File: config.mk
export PLATFORM = sky130hd
export DESIGN_NAME = laser_charge_fire_pulse_sequencer_flat
export DESIGN_NICKNAME = d
export VERILOG_FILES = /design/src/rtl/lcfps_pkg.sv /design/src/rtl/lcfps_in_if.sv /design/src/rtl/lcfps_out_if.sv /design/src/rtl/lcfps_cfg_regs.sv /design/src/rtl/lcfps_core.sv /design/src/rtl/laser_charge_fire_pulse_sequencer.sv /design/src/flat_wrapper.sv
export VERILOG_INCLUDE_DIRS = /design/src /design/src/rtl
export SDC_FILE = /design/constraint.sdc
export NUM_CORES = 1
export LEC_CHECK = 0
export BUFFER_PORTS_ARGS = -buffer_cell sky130_fd_sc_hd__buf_2
export CAP_MARGIN = 20
export CELL_PAD_IN_SITES_DETAIL_PLACEMENT = 2
export CELL_PAD_IN_SITES_GLOBAL_PLACEMENT = 2
export CORE_MARGIN = 2
export CORE_UTILIZATION = 43
export CTS_BUF_LIST = sky130_fd_sc_hd__clkbuf_8 sky130_fd_sc_hd__clkbuf_16
export DETAILED_ROUTE_END_ITERATION = 10
export MAX_ROUTING_LAYER = met4
export PLACE_DENSITY = 0.82
export SLEW_MARGIN = 25
export SYNTH_ARGS = -nofsm -noshare
export SYNTH_HDL_FRONTEND = slang
export SYNTH_HIERARCHICAL = 1
export SYNTH_SLANG_ARGS = --single-unit
File: constraint.sdc
create_clock -name clk -period 4.01 [get_ports clk]
set_input_delay 0.802 -clock clk [delete_from_list [all_inputs] [get_ports clk]]
set_output_delay 0.802 -clock clk [all_outputs]
set_load 0.005 [all_outputs]
File: src/rtl/laser_charge_fire_pulse_sequencer_defines.svh
//------------------------------------------------------------------------------
// Laser charge/fire sequencer assertion macros
// Shared concurrent assertion forms used by the sequencer RTL.
//------------------------------------------------------------------------------
`ifndef LASER_CHARGE_FIRE_PULSE_SEQUENCER_DEFINES_SVH
`define LASER_CHARGE_FIRE_PULSE_SEQUENCER_DEFINES_SVH

// Property checked at every edge outside reset.
`define LCFPS_ASSERT(label, clk, rst_n, prop, msg) \
    label: assert property (@(posedge clk) disable iff (!rst_n) prop) \
        else $error(msg);

// Condition in one cycle implies a consequence in the next.
`define LCFPS_ASSERT_NEXT(label, clk, rst_n, ante, cons, msg) \
    label: assert property (@(posedge clk) disable iff (!rst_n) (ante) |=> (cons)) \
        else $error(msg);

`endif

File: src/rtl/lcfps_pkg.sv
//------------------------------------------------------------------------------
// Laser charge/fire sequencer package
// Configuration register types, indexes and reset values.
//------------------------------------------------------------------------------
`default_nettype none

package lcfps_pkg;

    localparam int CFG_W     = 16;
    localparam int CFG_IDX_W = 3;

    typedef logic [CFG_W-1:0]     cfg_word_t;
    typedef logic [CFG_IDX_W-1:0] cfg_idx_t;

    typedef enum logic [CFG_IDX_W-1:0] {
        REG_CHARGE_START = 3'd0,
        REG_CHARGE_STOP  = 3'd1,
        REG_PULSE_ON     = 3'd2,
        REG_PULSE_OFF    = 3'd3,
        REG_MIN_PERIOD   = 3'd4,
        REG_CYCLE_PERIOD = 3'd5
    } cfg_index_e;

    typedef struct packed {
        cfg_word_t charge_start_tick;
        cfg_word_t charge_stop_tick;
        cfg_word_t pulse_on_tick;
        cfg_word_t pulse_off_tick;
        cfg_word_t min_period;
        cfg_word_t cycle_period;
    } cfg_t;

    localparam cfg_word_t RST_CHARGE_START = 16'd0;
    localparam cfg_word_t RST_CHARGE_STOP  = 16'd10;
    localparam cfg_word_t RST_PULSE_ON     = 16'd12;
    localparam cfg_word_t RST_PULSE_OFF    = 16'd13;
    localparam cfg_word_t RST_MIN_PERIOD   = 16'd20;
    localparam cfg_word_t RST_CYCLE_PERIOD = 16'd100;

endpackage

`default_nettype wire

File: src/rtl/lcfps_in_if.sv
//------------------------------------------------------------------------------
// Sequencer tick channel
// Valid/ready channel carrying one timer tick word with command levels.
//------------------------------------------------------------------------------
`default_nettype none

interface lcfps_in_if;

    logic valid;
    logic ready;
    logic fire_command;
    logic charge_command;
    logic fire_request;

    modport source (
        output valid,
        output fire_command,
        output charge_command,
        output fire_request,
        input  ready
    );

    modport sink (
        input  valid,
        input  fire_command,
        input  charge_command,
        input  fire_request,
        output ready
    );

endinterface

`default_nettype wire

File: src/rtl/lcfps_out_if.sv
//------------------------------------------------------------------------------
// Sequencer result channel
// Valid/ready channel carrying one output level word per tick.
//------------------------------------------------------------------------------
`default_nettype none

interface lcfps_out_if;

    logic valid;
    logic ready;
    logic inhibit_out;
    logic fire_out;
    logic cycle_running;
    logic request_taken;

    modport source (
        output valid,
        output inhibit_out,
        output fire_out,
        output cycle_running,
        output request_taken,
        input  ready
    );

    modport sink (
        input  valid,
        input  inhibit_out,
        input  fire_out,
        input  cycle_running,
        input  request_taken,
        output ready
    );

endinterface

`default_nettype wire

File: src/rtl/lcfps_cfg_regs.sv
//------------------------------------------------------------------------------
// Sequencer configuration registers
// Six 16-bit tick/period registers; writes to unused indexes are dropped.
//------------------------------------------------------------------------------
`default_nettype none

module lcfps_cfg_regs (
    input  wire logic                clk,
    input  wire logic                rst_n,
    input  wire logic                wr_en,
    input  wire lcfps_pkg::cfg_idx_t  wr_index,
    input  wire lcfps_pkg::cfg_word_t wr_data,
    output lcfps_pkg::cfg_t          cfg
);
    import lcfps_pkg::*;

    cfg_t cfg_reg;
    cfg_t cfg_next;

    always_comb
    begin
        cfg_next = cfg_reg;
        if (wr_en)
        begin
            case (cfg_index_e'(wr_index))
                REG_CHARGE_START: cfg_next.charge_start_tick = wr_data;
                REG_CHARGE_STOP:  cfg_next.charge_stop_tick  = wr_data;
                REG_PULSE_ON:     cfg_next.pulse_on_tick     = wr_data;
                REG_PULSE_OFF:    cfg_next.pulse_off_tick    = wr_data;
                REG_MIN_PERIOD:   cfg_next.min_period        = wr_data;
                REG_CYCLE_PERIOD: cfg_next.cycle_period      = wr_data;
                default:          cfg_next = cfg_reg;
            endcase
        end
    end

    always_ff @(posedge clk or negedge rst_n)
    begin
        if (!rst_n)
        begin
            cfg_reg.charge_start_tick <= RST_CHARGE_START;
            cfg_reg.charge_stop_tick  <= RST_CHARGE_STOP;
            cfg_reg.pulse_on_tick     <= RST_PULSE_ON;
            cfg_reg.pulse_off_tick    <= RST_PULSE_OFF;
            cfg_reg.min_period        <= RST_MIN_PERIOD;
            cfg_reg.cycle_period      <= RST_CYCLE_PERIOD;
        end
        else
        begin
            cfg_reg <= cfg_next;
        end
    end

    assign cfg = cfg_reg;

endmodule

`default_nettype wire

File: src/rtl/lcfps_core.sv
//------------------------------------------------------------------------------
// Sequencer tick engine
// Input word register, per-tick state update and result word register.
//------------------------------------------------------------------------------
`default_nettype none

`include "laser_charge_fire_pulse_sequencer_defines.svh"

module lcfps_core #(
    parameter int TICK_BITS = 16
) (
    input  wire logic        clk,
    input  wire logic        rst_n,
    input  wire lcfps_pkg::cfg_t cfg,
    lcfps_in_if.sink         in_ch,
    lcfps_out_if.source      out_ch
);
    import lcfps_pkg::*;

    localparam int CMP_W = (TICK_BITS > CFG_W) ? TICK_BITS : CFG_W;

    // input word stage
    logic in_valid_reg;
    logic fire_cmd_reg;
    logic charge_cmd_reg;
    logic request_reg;

    // sequencer state
    logic [TICK_BITS-1:0] tick_count_reg;
    logic [TICK_BITS-1:0] tick_count_next;
    logic                 running_reg;
    logic                 running_next;
    logic                 inhibit_reg;
    logic                 inhibit_next;
    logic                 fire_reg;
    logic                 fire_next;

    // result word stage
    logic out_valid_reg;
    logic out_inhibit_reg;
    logic out_fire_reg;
    logic out_running_reg;
    logic out_taken_reg;

    logic                 advance;
    logic                 start;
    logic                 active;
    logic                 cycle_end;
    logic                 taken;
    logic [TICK_BITS-1:0] t;
    logic [TICK_BITS-1:0] start_t;
    logic [TICK_BITS-1:0] stop_t;
    logic [TICK_BITS-1:0] on_t;
    logic [TICK_BITS-1:0] off_t;
    logic [CMP_W-1:0]     t_ext;
    logic [CMP_W-1:0]     min_ext;
    logic [CMP_W-1:0]     period_ext;

    assign advance      = in_valid_reg && (!out_valid_reg || out_ch.ready);
    assign in_ch.ready  = !in_valid_reg || advance;

    assign start_t    = TICK_BITS'(cfg.charge_start_tick);
    assign stop_t     = TICK_BITS'(cfg.charge_stop_tick);
    assign on_t       = TICK_BITS'(cfg.pulse_on_tick);
    assign off_t      = TICK_BITS'(cfg.pulse_off_tick);
    assign min_ext    = CMP_W'(cfg.min_period);
    assign period_ext = CMP_W'(cfg.cycle_period);

    always_comb
    begin
        start  = !running_reg && (fire_cmd_reg || request_reg);
        active = running_reg || start;
        taken  = start && request_reg;
        t      = start ? start_t : tick_count_reg;
        t_ext  = CMP_W'(t);

        inhibit_next = inhibit_reg;
        fire_next    = fire_reg;
        if (!active)
        begin
            inhibit_next = !charge_cmd_reg;
        end
        else if (t == start_t)
        begin
            inhibit_next = 1'b0;
        end
        else if (t == stop_t)
        begin
            inhibit_next = 1'b1;
        end
        else if (t == on_t)
        begin
            fire_next = 1'b1;
        end
        else if (t == off_t)
        begin
            fire_next = 1'b0;
        end

        cycle_end = ((period_ext < min_ext) && (t_ext >= min_ext)) || (t_ext >= period_ext);
        running_next    = active && !cycle_end;
        tick_count_next = active ? t + 1'b1 : tick_count_reg;
    end

    always_ff @(posedge clk or negedge rst_n)
    begin
        if (!rst_n)
        begin
            in_valid_reg   <= 1'b0;
            out_valid_reg  <= 1'b0;
            tick_count_reg <= '0;
            running_reg    <= 1'b0;
            inhibit_reg    <= 1'b1;
            fire_reg       <= 1'b0;
        end
        else
        begin
            if (in_ch.ready)
            begin
                in_valid_reg <= in_ch.valid;
            end
            if (advance)
            begin
                out_valid_reg  <= 1'b1;
                tick_count_reg <= tick_count_next;
                running_reg    <= running_next;
                inhibit_reg    <= inhibit_next;
                fire_reg       <= fire_next;
            end
            else if (out_ch.ready)
            begin
                out_valid_reg <= 1'b0;
            end
        end
    end

    always_ff @(posedge clk)
    begin
        if (in_ch.ready && in_ch.valid)
        begin
            fire_cmd_reg   <= in_ch.fire_command;
            charge_cmd_reg <= in_ch.charge_command;
            request_reg    <= in_ch.fire_request;
        end
        if (advance)
        begin
            out_inhibit_reg <= inhibit_next;
            out_fire_reg    <= fire_next;
            out_running_reg <= running_next;
            out_taken_reg   <= taken;
        end
    end

    assign out_ch.valid         = out_valid_reg;
    assign out_ch.inhibit_out   = out_inhibit_reg;
    assign out_ch.fire_out      = out_fire_reg;
    assign out_ch.cycle_running = out_running_reg;
    assign out_ch.request_taken = out_taken_reg;

    `LCFPS_ASSERT_NEXT(a_state_holds, clk, rst_n, !advance,
        $stable({tick_count_reg, running_reg, inhibit_reg, fire_reg}),
        "sequencer state changed without a tick")

    `LCFPS_ASSERT_NEXT(a_no_take_while_running, clk, rst_n, advance && running_reg,
        !out_taken_reg, "request consumed while a cycle was running")

    `LCFPS_ASSERT_NEXT(a_idle_follows_charge, clk, rst_n,
        advance && !running_reg && !fire_cmd_reg && !request_reg,
        (out_inhibit_reg == !$past(charge_cmd_reg)) && !out_running_reg,
        "idle inhibit does not follow the charge command")

    `LCFPS_ASSERT(a_result_matches_state, clk, rst_n,
        out_valid_reg |-> (out_running_reg == running_reg || in_valid_reg),
        "result word and running state disagree")

endmodule

`default_nettype wire

File: src/rtl/laser_charge_fire_pulse_sequencer.sv
// A tick word accepted into the input word register moves through the state update into
// the result word register when the result word register is empty or being taken.
// Throughput: one tick word per cycle while the result channel is ready; the state update
// is a combinational compare and increment between the input and result word registers.
// Reset: asynchronous active low; idle, inhibit asserted, fire low, count zero,
// configuration registers at their defaults.
//------------------------------------------------------------------------------
// Laser charge/fire pulse sequencer
// Per-tick charge inhibit and fire pulse sequencing with programmable ticks.
//------------------------------------------------------------------------------
`default_nettype none

module laser_charge_fire_pulse_sequencer #(
    parameter int TICK_BITS = 16
) (
    input  wire logic                 clk,
    input  wire logic                 rst_n,
    input  wire logic                 cfg_wr_en,
    input  wire lcfps_pkg::cfg_idx_t   cfg_wr_index,
    input  wire lcfps_pkg::cfg_word_t  cfg_wr_data,
    lcfps_in_if.sink                  in_ch,
    lcfps_out_if.source               out_ch
);
    import lcfps_pkg::*;

    cfg_t cfg;

    lcfps_cfg_regs u_cfg_regs (
        .clk      (clk),
        .rst_n    (rst_n),
        .wr_en    (cfg_wr_en),
        .wr_index (cfg_wr_index),
        .wr_data  (cfg_wr_data),
        .cfg      (cfg)
    );

    lcfps_core #(
        .TICK_BITS (TICK_BITS)
    ) u_core (
        .clk    (clk),
        .rst_n  (rst_n),
        .cfg    (cfg),
        .in_ch  (in_ch),
        .out_ch (out_ch)
    );

endmodule

`default_nettype wire

File: src/flat_wrapper.sv
// flat-port wrapper written by rule: the top's interface ports become plain ports
module laser_charge_fire_pulse_sequencer_flat import lcfps_pkg::*;
#(
    parameter int TICK_BITS = 16
)
  (clk, rst_n, cfg_wr_en, cfg_wr_index, cfg_wr_data, in_ch_valid, in_ch_fire_command, in_ch_charge_command, in_ch_fire_request, in_ch_ready, out_ch_valid, out_ch_inhibit_out, out_ch_fire_out, out_ch_cycle_running, out_ch_request_taken, out_ch_ready);
  lcfps_in_if in_ch_i ();
  lcfps_out_if out_ch_i ();
  input  wire logic clk;
  input  wire logic rst_n;
  input  wire logic cfg_wr_en;
  input  wire lcfps_pkg::cfg_idx_t cfg_wr_index;
  input  wire lcfps_pkg::cfg_word_t cfg_wr_data;
  input wire logic [$bits(in_ch_i.valid)-1:0] in_ch_valid;
  input wire logic [$bits(in_ch_i.fire_command)-1:0] in_ch_fire_command;
  input wire logic [$bits(in_ch_i.charge_command)-1:0] in_ch_charge_command;
  input wire logic [$bits(in_ch_i.fire_request)-1:0] in_ch_fire_request;
  output wire logic [$bits(in_ch_i.ready)-1:0] in_ch_ready;
  output wire logic [$bits(out_ch_i.valid)-1:0] out_ch_valid;
  output wire logic [$bits(out_ch_i.inhibit_out)-1:0] out_ch_inhibit_out;
  output wire logic [$bits(out_ch_i.fire_out)-1:0] out_ch_fire_out;
  output wire logic [$bits(out_ch_i.cycle_running)-1:0] out_ch_cycle_running;
  output wire logic [$bits(out_ch_i.request_taken)-1:0] out_ch_request_taken;
  input wire logic [$bits(out_ch_i.ready)-1:0] out_ch_ready;
  assign in_ch_i.valid = in_ch_valid;
  assign in_ch_i.fire_command = in_ch_fire_command;
  assign in_ch_i.charge_command = in_ch_charge_command;
  assign in_ch_i.fire_request = in_ch_fire_request;
  assign in_ch_ready = in_ch_i.ready;
  assign out_ch_valid = out_ch_i.valid;
  assign out_ch_inhibit_out = out_ch_i.inhibit_out;
  assign out_ch_fire_out = out_ch_i.fire_out;
  assign out_ch_cycle_running = out_ch_i.cycle_running;
  assign out_ch_request_taken = out_ch_i.request_taken;
  assign out_ch_i.ready = out_ch_ready;
  laser_charge_fire_pulse_sequencer #(.TICK_BITS(TICK_BITS)) u_core (.clk(clk), .rst_n(rst_n), .cfg_wr_en(cfg_wr_en), .cfg_wr_index(cfg_wr_index), .cfg_wr_data(cfg_wr_data), .in_ch(in_ch_i), .out_ch(out_ch_i));
endmodule
==> results.tsv, run 1 <==
stage	metric	value	unit
pwr	Clk pwr share	25.1	%
finish	layout cells sized above 1	29.2	%
clock_tree	clock buffer depth	2	
clock_tree	TritonCTS buffer count	17	
clock_tree	# H-tree levels	4	
timing	count of final max-slew check failures	0	
setup_path	number of buffers and inverters on the critical path	1	
pwr	power after layout	6.27	mW
route	Starting DRT DRC Count	277	
route	antenna-violating nets left	0	
logic_synthesis	post-synthesis sequential area ratio	42.3	%
logic_synthesis	flops & latches, synth	124	
global_route	initial antenna violation count	0	
logic_synthesis	Async SR Flop Fraction	94.4	%
route	DR pass1 iterations	4	
pwr	Peak VDD IR	350	µV
pwr	switch share	39.8	%
global_route	All-Layer GR Usage	29.6	%
floorplanning	die footprint	18400	µm²
pwr	LEAKAGE	3.78	nW
timing	fmax	272	MHz
pwr	Power per Cell Area	743	nW/µm²
route	Avg WL per Cell	26.8	µm
global_route	busiest layer in global routing	met2	
clock_tree	Post-CTS Hold Buffers	0	
timing	Period minus WS final	3.68	ns
finish	most common cell after layout, fill and taps aside	dfrtp_1	
timing	worst slew pin tran	1.10	ns
setup_path	crit path max fanout	10	
setup_path	critical path's slowest cell	o21bai_4	
clock_tree	CTS sink cnt	124	
finish	Layout fillers	1702	
floorplanning	Die Ht	136	µm
logic_synthesis	Gate Count Post-Synth	647	
logic_synthesis	area of the mapped netlist	7450	µm²
pwr	internal power	3.78	mW
clock_tree	CTS root buffer	clkbuf_16	
timing	Final Cycle Share	91.8	%
setup_path	type of origin of the critical path	register	
finish	Syn-to-layout area delta	13.2	%
floorplanning	Core Area	17100	µm²
setup_path	delay-heaviest family, CP	compound AO/OA/AOI/OAI gates	
floorplanning	Die Wd	136	µm
place	RD Place Congestion	0.905	
finish	most frequent cells in the layout	dfrtp_1 (104), mux2_2 (99), inv_1 (73)	
clock_tree	post-CTS setup buffers	0	
global_route	GR Util met1	35.1	%
pwr	logic gate share of total power	42.1	%
route	vias per inst	5.91	
setup_path	Setup CP Type	reg2reg	
logic_synthesis	Post-synth EDFFs	7	
pwr	part of the power in registers	32.8	%
finish	diodes inserted	0	
logic_synthesis	Top FF cell, synth	dfrtp_1	
setup_path	worst path cell trace	o21bai_4, mux2i_1, inv_1, ha_1, a21o_1, a2111oi_0, o31a_1, o21ai_0, a311oi_1, mux2_2	
place	port bufs	32	
floorplanning	FP Rows	48	
clock_tree	Worst-path clk slew	0.06	ns
setup_path	R2R depth	10	
setup_path	Worst Path Arrival	4.05	ns
pwr	net switching power	2.49	mW
route	vias	5499	
global_route	pin count of the biggest net entering global routing	45	
timing	Fin Setup TNS	0	ns
timing	RSZ-0062 raised after global routing	false	
clock_tree	CTS resizes	0	
logic_synthesis	synth unique cells	68	
outcome	outcome	completed	
global_route	met2 GRT Util	50.6	%
logic_synthesis	Warnings, synthesis	6	
setup_path	CP required	4.37	ns
global_route	met3 usage	4.94	%
timing	Final Hold Fails	0	
job	max_cap viols	0	
clock_tree	CTS tree	done	
global_route	vias in the first global route	6252	
floorplanning	Ports	33	
setup_path	CP endpoint kind	register	
logic_synthesis	Syn Area/Cell	11.5	µm²
route	Residual DRC	0	
floorplanning	Initial Utilization	43.5	%
setup_path	critical path's largest stage delay	0.56	ns
finish	Total Nets Final	768	
timing	final setup violating endpoints	0	
place	Post-DP HPWL	18200	µm
timing	Max-slew headroom	26.5	%
min_path	worst hold path type	in2async	
timing	worst setup skew after layout	0.0142	ns
logic_synthesis	syn nets	722	
global_route	first-pass GRT wire length	38600	µm
route	Routed WL	24900	µm
finish	max reg flops	96	
clock_tree	insertion delay to the later sink of the worst-skew pair	0.43	ns
setup_path	Crit. path cell count	10	
global_route	global route total overflow	0	
-- cell families (layout without fill, tap and decap cells) --
kind of cell | after synthesis | count (layout) | share of synthesized area (%)
multiplexers | 115 | 115 | 17.6
buffers and inverters | 87 | 145 | 5.62
XOR/XNOR | 69 | 69 | 8.11
flip-flops | 124 | 124 | 42.3
AO/OA/AOI/OAI | 103 | 104 | 9.91
AND/OR/NAND/NOR | 101 | 101 | 8.38
adder cells (fa/ha/maj) | 48 | 48 | 8.06
-- cells in the mapped netlist, drive strengths merged (2+ instances only) --
cell type / count / share of area (%)
dfrtp: 104 / 35
mux2: 100 / 15
inv: 69 / 3.5
xnor2: 55 / 6.5
ha: 48 / 8.1
o21ai: 26 / 1.7
nand2: 25 / 1.3
mux2i: 15 / 2.5
nand4: 15 / 1.3
buf: 14 / 1.9
xor2: 14 / 1.6
dfstp: 13 / 4.6
a21o: 12 / 1.2
nor3: 10 / 0.74
a221oi: 9 / 1.1
nor2: 9 / 0.45
o22ai: 9 / 0.84
a21oi: 8 / 0.54
nand2b: 8 / 0.67
nor4: 8 / 0.84
edfxtp: 7 / 2.8
o211ai: 7 / 0.71
a211oi: 5 / 0.50
and3: 4 / 0.34
clkbuf: 4 / 0.20
nand3: 4 / 0.27
o221ai: 4 / 0.47
a211o: 3 / 0.35
and4bb: 3 / 0.50
nand4b: 3 / 0.52
o31a: 3 / 0.35
a2111oi: 2 / 0.24
and2: 2 / 0.17
nor2b: 2 / 0.17
nor4b: 2 / 0.44
o2bb2ai: 2 / 0.24
or3: 2 / 0.24
-- per-layer routing --
layer / share of wire [%] / wire length (µm)
met1: 41 / 10300
met2: 52 / 13000
met3: 3.7 / 932
met4: 2.8 / 705
met5: 0 / 0
-- per-stage QoR --
step	utilization (%)	worst slack [ns]	instance area [µm²]	hold slack, ns	cells
2_1_floorplan	-	1.04	7450	0.457	647
3_3_place_gp	45.7	0.602	7830	0.468	898
3_5_place_dp	45.7	0.260	7830	0.496	898
4_1_cts	49.2	0.190	8420	0.405	930
5_1_grt	49.3	0.00707	8430	0.431	931
6_report	49.3	0.327	8430	0.390	931
-- layout make-up --
cell class,instances,area [µm²],area share (%)
repair buffers,44,253,3.00
clock buffers,20,467,5.53
multi-input cells,437,3890,46.1
well taps,225,282,3.34
inverters,69,259,3.07
clock inverters,12,130,1.54
flip-flops and latches,124,3150,37.4
-- power by group through the flow --
stage                     Combinational (mW)  Clock (mW)  Sequential [mW]
after CTS                               2.61        1.61             2.04
after floorplan                         1.78           0             1.87
after global placement                  2.37           0             2.03
after global routing                    2.87        1.65             2.10
after detailed placement                2.52           0             2.06
final                                   2.64        1.57             2.06
-- worst paths after layout --
check,from,to,slack [ns]
worst max-delay path,u_core/u_core/request_reg,u_core/u_core/running_reg,0.33
worst min-delay path,rst_n,u_core/u_cfg_regs/cfg[78],0.39
worst max register to register,u_core/u_core/request_reg,u_core/u_core/running_reg,0.33
worst min register to register,u_core/u_cfg_regs/cfg[22],u_core/u_cfg_regs/cfg[22],0.50
max in group asynchronous,rst_n,u_core/u_cfg_regs/cfg[20],2.64
min in group clk,u_core/u_cfg_regs/cfg[22],u_core/u_cfg_regs/cfg[22],0.50
No activity file was read; power rests on OpenSTA's default activity.
==> inputs of run 2 (changes only) <==
--- a/config.mk
+++ b/config.mk
@@ -11,13 +11,12 @@
 export CELL_PAD_IN_SITES_DETAIL_PLACEMENT = 2
 export CELL_PAD_IN_SITES_GLOBAL_PLACEMENT = 2
 export CORE_MARGIN = 2
-export CORE_UTILIZATION = 43
+export CORE_UTILIZATION = 41
 export CTS_BUF_LIST = sky130_fd_sc_hd__clkbuf_8 sky130_fd_sc_hd__clkbuf_16
 export DETAILED_ROUTE_END_ITERATION = 10
 export MAX_ROUTING_LAYER = met4
-export PLACE_DENSITY = 0.82
+export PLACE_DENSITY = 0.81
 export SLEW_MARGIN = 25
 export SYNTH_ARGS = -nofsm -noshare
 export SYNTH_HDL_FRONTEND = slang
-export SYNTH_HIERARCHICAL = 1
 export SYNTH_SLANG_ARGS = --single-unit
==> results.tsv, run 2 <==
stage	metric	value	unit	change
outcome	outcome	completed		
pwr	LEAKAGE	3.76	nW	-0.47%
logic_synthesis	synth cell count leaders	dfrtp_1 (104), inv_1 (68), mux2_2 (67), nand2_1 (64), xnor2_1 (57)		
floorplanning	Ports	33		unchanged
place	Post-DP HPWL	19200	µm	+5.5%
global_route	global route total overflow	0		unchanged
logic_synthesis	synth top area cells	dfrtp_1 (35%), mux2_2 (10%), ha_1 (8.1%)		
timing	fmax	272	MHz	+0.16%
timing	Final Hold Fails	0		unchanged
pwr	internal power	3.80	mW	+0.50%
setup_path	CP required	4.37	ns	about the same
logic_synthesis	area of the mapped netlist	7440	µm²	-0.20%
logic_synthesis	flops & latches, synth	124		unchanged
finish	Syn-to-layout area delta	14.6	%	
place	RD Place Congestion	0.894		-1.2%
route	Avg WL per Cell	26.5	µm	-0.94%
logic_synthesis	Syn Area/Cell	10.5	µm²	-8.8%
timing	worst setup skew after layout	0.00719	ns	-0.00706 ns
pwr	logic gate share of total power	42.0	%	about the same
setup_path	type of origin of the critical path	register		
timing	Final Cycle Share	91.7	%	-0.14 points
global_route	initial antenna violation count	0		unchanged
place	DP Area	7890	µm²	+0.77%
clock_tree	CTS sink cnt	124		unchanged
route	DR pass1 iterations	5		+1
logic_synthesis	proportion of netlist area held by the largest area contributor	35.0	%	+0.071 points
logic_synthesis	Gate Count Post-Synth	708		+9.4%
clock_tree	CTS root buffer	clkbuf_16		
route	antenna-violating nets left	0		unchanged
logic_synthesis	synth unique cells	62		-8.8%
place	port bufs	32		unchanged
setup_path	Worst Path Arrival	4.04	ns	about the same
global_route	first-pass GRT wire length	40700	µm	+5.5%
finish	Total Nets Final	824		+7.3%
finish	final cell count without fillers	991		+6.4%
route	Routed WL	26300	µm	+5.4%
pwr	part of the power in registers	32.2	%	-0.6 points
floorplanning	Initial Utilization	41.5	%	-2.0 points
finish	Layout fillers	1863		+9.5%
finish	most frequent cells in the layout	dfrtp_1 (104), inv_1 (68), mux2_2 (67)		
logic_synthesis	Warnings, synthesis	0		-6
setup_path	CP endpoint kind	register		
logic_synthesis	syn nets	783		+8.4%
logic_synthesis	Post-synth EDFFs	7		unchanged
global_route	pin count of the biggest net entering global routing	66		+47%
setup_path	crit path max fanout	11		+1
logic_synthesis	Top FF cell, synth	dfrtp_1		
clock_tree	CTS tree	done		
timing	count of final max-slew check failures	0		unchanged
pwr	Peak VDD IR	432	µV	+24%
floorplanning	FP Rows	49		+2.1%
timing	final setup violating endpoints	0		unchanged
clock_tree	CTS resizes	0		unchanged
clock_tree	post-CTS setup buffers	0		unchanged
route	vias per inst	5.88		-0.49%
floorplanning	Die Wd	139	µm	+2.2%
timing	Period minus WS final	3.68	ns	-0.00572 ns
pwr	Clk pwr share	25.8	%	+0.7 points
timing	Max-slew headroom	29.5	%	+3.0 points
route	Residual DRC	0		unchanged
logic_synthesis	Async SR Flop Fraction	94.4	%	unchanged
pwr	Power per Cell Area	756	nW/µm²	+1.7%
finish	diodes inserted	0		unchanged
place	Placed Cells	958		+6.7%
setup_path	Setup CP Type	reg2reg		
logic_synthesis	area leader, netlist	dfrtp_1		
finish	max reg flops	96		unchanged
route	Starting DRT DRC Count	255		-7.9%
clock_tree	Post-CTS Hold Buffers	0		unchanged
pwr	switch share	41.1	%	+1.3 points
floorplanning	die footprint	19200	µm²	+4.5%
route	vias	5825		+5.9%
clock_tree	TritonCTS buffer count	17		unchanged
min_path	worst hold path type	in2async		
logic_synthesis	post-synthesis sequential area ratio	42.4	%	+0.085 points
clock_tree	# H-tree levels	4		unchanged
floorplanning	Core Area	17900	µm²	+4.6%
floorplanning	Die Ht	139	µm	+2.2%
global_route	All-Layer GR Usage	29.2	%	-0.43 points
clock_tree	clock buffer depth	2		unchanged
finish	most common cell after layout, fill and taps aside	dfrtp_1		
pwr	net switching power	2.65	mW	+6.2%
timing	worst slew pin tran	1.06	ns	-0.0453 ns
logic_synthesis	cell with the most instances after synthesis	dfrtp_1		
clock_tree	insertion delay to the later sink of the worst-skew pair	0.43	ns	about the same
finish	Design Area, Final	8520	µm²	+1.0%
timing	Fin Setup TNS	0	ns	unchanged
finish	layout cells sized above 1	23.8	%	-5.4 points
clock_tree	Worst-path clk slew	0.06	ns	about the same
global_route	vias in the first global route	6634		+6.1%
timing	RSZ-0062 raised after global routing	false		
job	max_cap viols	0		unchanged
==> run 2: cell types whose count changed in the layout (fill, tap and decap cells not counted), sizes merged, moves of 4 or more <==
| cell | previous run | this run |
|---|---|---|
| clkinvlp | 0 | 4 |
| nand4 | 15 | 19 |
| mux2 | 100 | 68 |
| nand3 | 4 | 8 |
| buf | 44 | 48 |
| o21ai | 26 | 53 |
| nor2b | 2 | 7 |
| nand2 | 25 | 64 |
==> run 2: stage by stage <==
step | hold slack, ns | setup slack (ns) | utilization, % | total power, mW
global placement | 0.471 | 0.549 | 44.1 | 4.50
detailed placement | 0.521 | 0.433 | 44.1 | 4.68
CTS | 0.442 | 0.379 | 47.5 | 6.45
floorplan | 0.457 | 0.979 | - | 3.72
global route | 0.453 | 0.00303 | 47.6 | 6.80
finish | 0.412 | 0.333 | 47.6 | 6.44
==> run 2: power groups by stage <==
stage	sequential (mW)	combinational, mW	clock [mW]
detailed placement	2.07	2.61	0
global placement	2.05	2.45	0
global route	2.11	2.94	1.75
floorplan	1.85	1.87	0
finish	2.08	2.70	1.66
CTS	2.06	2.70	1.69
==> run 2: final timing paths <==
kind / startpoint / endpoint / slack, ns / cells after the start
setup / recovery: u_core.u_core.request_reg / u_core.u_core.running_reg / 0.33 / 11
hold / removal: rst_n / u_core.u_core.in_valid_reg / 0.41 / 1
max in group asynchronous: rst_n / u_core.u_cfg_regs.cfg[50] / 2.74 / 2
min in group clk: u_core.u_core.in_valid_reg / u_core.u_core.out_ch.valid / 0.53 / 1
hold reg to reg: u_core.u_core.in_valid_reg / u_core.u_core.out_ch.valid / 0.53 / 1
setup reg to reg: u_core.u_core.request_reg / u_core.u_core.running_reg / 0.33 / 11
==> run 2: critical path, stage by stage (launching register included) <==
cell and delay [ns]:
edfxtp_1 0.47, o21bai_4 0.51, buf_4 0.33, mux2i_2 0.38
inv_1 0.19, ha_1 0.24, a2111oi_0 0.56, nand2_1 0.11
o211ai_1 0.12, o211ai_1 0.12, a311oi_1 0.35, mux2_2 0.21
==> run 2: logic make-up after synthesis <==
kind of cell             count (synthesis)  synth area share [%]
multiplexers                            85                  13.6
AO/OA/AOI/OAI                          125                  11.1
adder cells (fa/ha/maj)                 48                  8.08
XOR/XNOR                                73                  8.60
buffers and inverters                   97                  5.40
flip-flops                             124                  42.4
AND/OR/NAND/NOR                        156                  10.8
==> run 2: layer usage <==
layer	part of all wire [%]	vias to the layer above	global-route usage, %
li1	-	2557	-
met1	41	3054	34.4
met2	51	155	48.9
met3	3.8	59	5.32
met4	3.8	0	13.0
met5	0	-	-
==> run 2: final cells by class <==
cell class	count	area (µm²)	area share, %
clock buffers	17	425	4.99
flip-flops and latches	124	3150	37.0
clock inverters	15	198	2.32
repair buffers	48	299	3.51
inverters	71	267	3.13
well taps	229	287	3.36
multi-input cells	487	3890	45.7
==> inputs of run 3 (changes only) <==
--- a/config.mk
+++ b/config.mk
@@ -6,16 +6,18 @@
 export SDC_FILE = /design/constraint.sdc
 export NUM_CORES = 1
 export LEC_CHECK = 0
+export ABC_AREA = 1
 export BUFFER_PORTS_ARGS = -buffer_cell sky130_fd_sc_hd__buf_2
 export CAP_MARGIN = 20
 export CELL_PAD_IN_SITES_DETAIL_PLACEMENT = 2
 export CELL_PAD_IN_SITES_GLOBAL_PLACEMENT = 2
 export CORE_MARGIN = 2
-export CORE_UTILIZATION = 41
+export CORE_UTILIZATION = 37
 export CTS_BUF_LIST = sky130_fd_sc_hd__clkbuf_8 sky130_fd_sc_hd__clkbuf_16
 export DETAILED_ROUTE_END_ITERATION = 10
+export GPL_TIMING_DRIVEN = 0
 export MAX_ROUTING_LAYER = met4
-export PLACE_DENSITY = 0.81
+export PLACE_DENSITY = 0.82
 export SLEW_MARGIN = 25
 export SYNTH_ARGS = -nofsm -noshare
 export SYNTH_HDL_FRONTEND = slang
==> results.tsv, run 3 <==
stage	metric	value	unit	change
outcome	outcome	completed		
clock_tree	CTS sink cnt	124		unchanged
clock_tree	CTS tree	done		
floorplanning	Die Wd	147	µm	+6.0%
setup_path	critical path's slowest cell	edfxtp_1		
clock_tree	insertion delay to the later sink of the worst-skew pair	0.45	ns	+0.02 ns
route	DR pass1 iterations	5		unchanged
finish	most common cell after layout, fill and taps aside	nand2_1		
timing	fmax	323	MHz	+19%
timing	worst setup skew after layout	0.00999	ns	+0.00280 ns
global_route	global route total overflow	0		unchanged
logic_synthesis	Post-synth EDFFs	7		unchanged
setup_path	crit path max fanout	10		-1
global_route	pin count of the biggest net entering global routing	66		unchanged
timing	Final Hold Fails	0		unchanged
pwr	Peak VDD IR	313	µV	-28%
timing	Period minus WS final	3.10	ns	-0.580 ns
setup_path	CP most frequent cell	nand2_1		
timing	worst slew pin tran	0.991	ns	-0.0665 ns
finish	Syn-to-layout area delta	15.6	%	
setup_path	worst path cell trace	o21ai_2, buf_6, nand2_1, nand2_2, inv_1, ha_1, a21oi_1, o311ai_0, nand2_1, nand3_1, nor2_1, nand2_1, nor2_1		
place	RD Place Congestion	0.839		-6.2%
job	max_cap viols	0		unchanged
logic_synthesis	combinational family with the most area after synthesis	simple AND/OR/NAND/NOR gates		
route	vias per inst	5.33		-9.3%
clock_tree	Post-CTS Hold Buffers	0		unchanged
clock_tree	TritonCTS buffer count	17		unchanged
finish	Total Nets Final	1131		+37%
finish	area of the multi-input gates	3730	µm²	-4.2%
route	Residual DRC	0		unchanged
floorplanning	Core Area	20200	µm²	+13%
logic_synthesis	Warnings, synthesis	0		unchanged
floorplanning	Die Ht	147	µm	+6.0%
setup_path	critical path's largest stage delay	0.43	ns	-0.13 ns
setup_path	Worst Path Arrival	3.39	ns	-0.65 ns
logic_synthesis	xor/xnor share of the synthesized area	2.08	%	-6.5 points
clock_tree	Worst-path clk slew	0.06	ns	about the same
finish	FF/Latch Area	3150	µm²	unchanged
global_route	first-pass GRT wire length	46300	µm	+14%
setup_path	type of origin of the critical path	register		
finish	most frequent cells in the layout	nand2_1 (285), inv_1 (136), o21ai_0 (125)		
finish	max reg flops	96		unchanged
clock_tree	# H-tree levels	4		unchanged
setup_path	Setup CP Type	reg2reg		
setup_path	CP required	4.30	ns	-0.07 ns
floorplanning	FP Rows	52		+6.1%
logic_synthesis	Compound-Gate Fraction of Synth Area	11.9	%	+0.72 points
logic_synthesis	post-synthesis sequential area ratio	41.7	%	-0.73 points
logic_synthesis	post-synthesis simple-gate area fraction	27.4	%	+17 points
logic_synthesis	proportion of netlist area held by the largest area contributor	34.4	%	-0.60 points
finish	Layout fillers	2400		+29%
global_route	initial antenna violation count	0		unchanged
logic_synthesis	Syn Area/Cell	7.54	µm²	-28%
logic_synthesis	area of the mapped netlist	7570	µm²	+1.7%
timing	final setup violating endpoints	0		unchanged
floorplanning	Ports	33		unchanged
pwr	Power per Cell Area	705	nW/µm²	-6.8%
setup_path	CP endpoint kind	register		
route	antenna-violating nets left	0		unchanged
timing	Fin Setup TNS	0	ns	unchanged
logic_synthesis	Gate Count Post-Synth	1004		+42%
clock_tree	CTS root buffer	clkbuf_16		
route	Starting DRT DRC Count	271		+6.3%
finish	Design Area, Final	8750	µm²	+2.7%
place	port bufs	32		unchanged
logic_synthesis	area leader, netlist	dfrtp_1		
timing	count of final max-slew check failures	0		unchanged
setup_path	number of buffers and inverters on the critical path	2		unchanged
clock_tree	clock buffer depth	2		unchanged
place	DP Area	8100	µm²	+2.7%
setup_path	delay-heaviest family, CP	simple AND/OR/NAND/NOR gates		
logic_synthesis	flops & latches, synth	124		unchanged
logic_synthesis	cell with the most instances after synthesis	nand2_1		
timing	Max-slew headroom	33.7	%	+4.2 points
route	Routed WL	29100	µm	+11%
timing	RSZ-0062 raised after global routing	false		
clock_tree	CTS resizes	0		unchanged
logic_synthesis	synth unique cells	38		-39%
logic_synthesis	syn nets	1079		+38%
finish	final core utilization	43.4	%	-4.2 points
logic_synthesis	synth cell count leaders	nand2_1 (285), inv_1 (133), o21ai_0 (125), dfrtp_1 (104), nand3_1 (81)		
route	Avg WL per Cell	21.7	µm	-18%
logic_synthesis	multiplexer share of the synthesized area	0	%	-14 points
floorplanning	die footprint	21600	µm²	+12%
finish	layout cells sized above 1	11.4	%	-12 points
floorplanning	Initial Utilization	37.5	%	-4.0 points
logic_synthesis	adder-cell share of the synthesized area	7.94	%	-0.14 points
logic_synthesis	synth top area cells	dfrtp_1 (34%), nand2_1 (14%), o21ai_0 (8.3%)		
timing	Final Cycle Share	77.2	%	-14 points
clock_tree	post-CTS setup buffers	0		unchanged
logic_synthesis	Top FF cell, synth	dfrtp_1		
global_route	vias in the first global route	8191		+23%
place	Post-DP HPWL	20800	µm	+8.3%
pwr	LEAKAGE	4.43	nW	+18%
route	vias	7147		+23%
logic_synthesis	Async SR Flop Fraction	94.4	%	unchanged
min_path	worst hold path type	in2async		
global_route	All-Layer GR Usage	29.3	%	+0.17 points
## run 3: worst register-to-register path, stage by stage (launching register included)
cell      delay (ns)
edfxtp_1        0.43
o21ai_2         0.20
buf_6           0.19
nand2_1         0.14
nand2_2         0.21
inv_1           0.24
ha_1            0.38
a21oi_1         0.18
o311ai_0        0.20
nand2_1         0.13
nand3_1         0.08
nor2_1          0.34
nand2_1         0.10
nor2_1          0.13
## run 3: area by class of cell
type	instances	area share, %
multi-input combinational	711	42.6
sequential	124	36.1
inverter	138	5.92
clock buffer	20	5.46
tap	270	3.86
timing repair buffer	33	2.26
buffer	31	1.93
clock inverter	12	1.89
antenna	1	0.0286
## run 3: through the flow
| step | std cells | total power, mW | hold slack [ns] | setup slack (ns) |
|---|---|---|---|---|
| floorplan | 1004 | 3.44 | 0.448 | 1.75 |
| global placement | 1306 | 4.13 | 0.457 | 0.424 |
| detailed placement | 1307 | 4.32 | 0.474 | 1.06 |
| CTS | 1339 | 6.20 | 0.333 | 0.927 |
| global route | 1339 | 6.60 | 0.352 | 0.690 |
| finish | 1340 | 6.16 | 0.298 | 0.913 |
## run 3: power by group
group          total (mW)  internal [mW]  switching [mW]  leakage (nW)
Combinational        2.62          0.835            1.78          2.59
Sequential           1.80           1.57           0.232          1.51
Clock                1.74           1.10           0.638         0.326
## run 3: worst paths after layout
kind	from	to	slack [ns]	depth (start not counted)
worst max-delay path	u_core.u_core.request_reg	u_core.u_core.out_ch.cycle_running	0.91	13
worst min-delay path	rst_n	u_core.u_core.tick_count_reg[4]	0.30	1
worst max register to register	u_core.u_core.request_reg	u_core.u_core.out_ch.cycle_running	0.91	13
worst min register to register	u_core.u_core.inhibit_reg	u_core.u_core.inhibit_reg	0.48	2
max in group asynchronous	rst_n	u_core.u_cfg_regs.cfg[5]	2.99	2
min in group clk	u_core.u_core.inhibit_reg	u_core.u_core.inhibit_reg	0.48	2
## run 3: cell families after synthesis
group,Yosys count
AOI/OAI and AO/OA,171
xor gates and xnor gates,18
adders and majority gates,48
buffers and inverters,169
DFF,124
and+or+nand+nor,474
## run 3: per-layer routing
layer / share of wire [%] / up-vias / track usage (%) / routed length, µm
met5: 0 / - / - / 0
met4: 3.6 / 0 / 13.4 / 1060
met3: 3.5 / 53 / 4.78 / 1020
met2: 51 / 125 / 50.2 / 14800
met1: 42 / 3613 / 33.9 / 12200
li1: - / 3356 / - / -
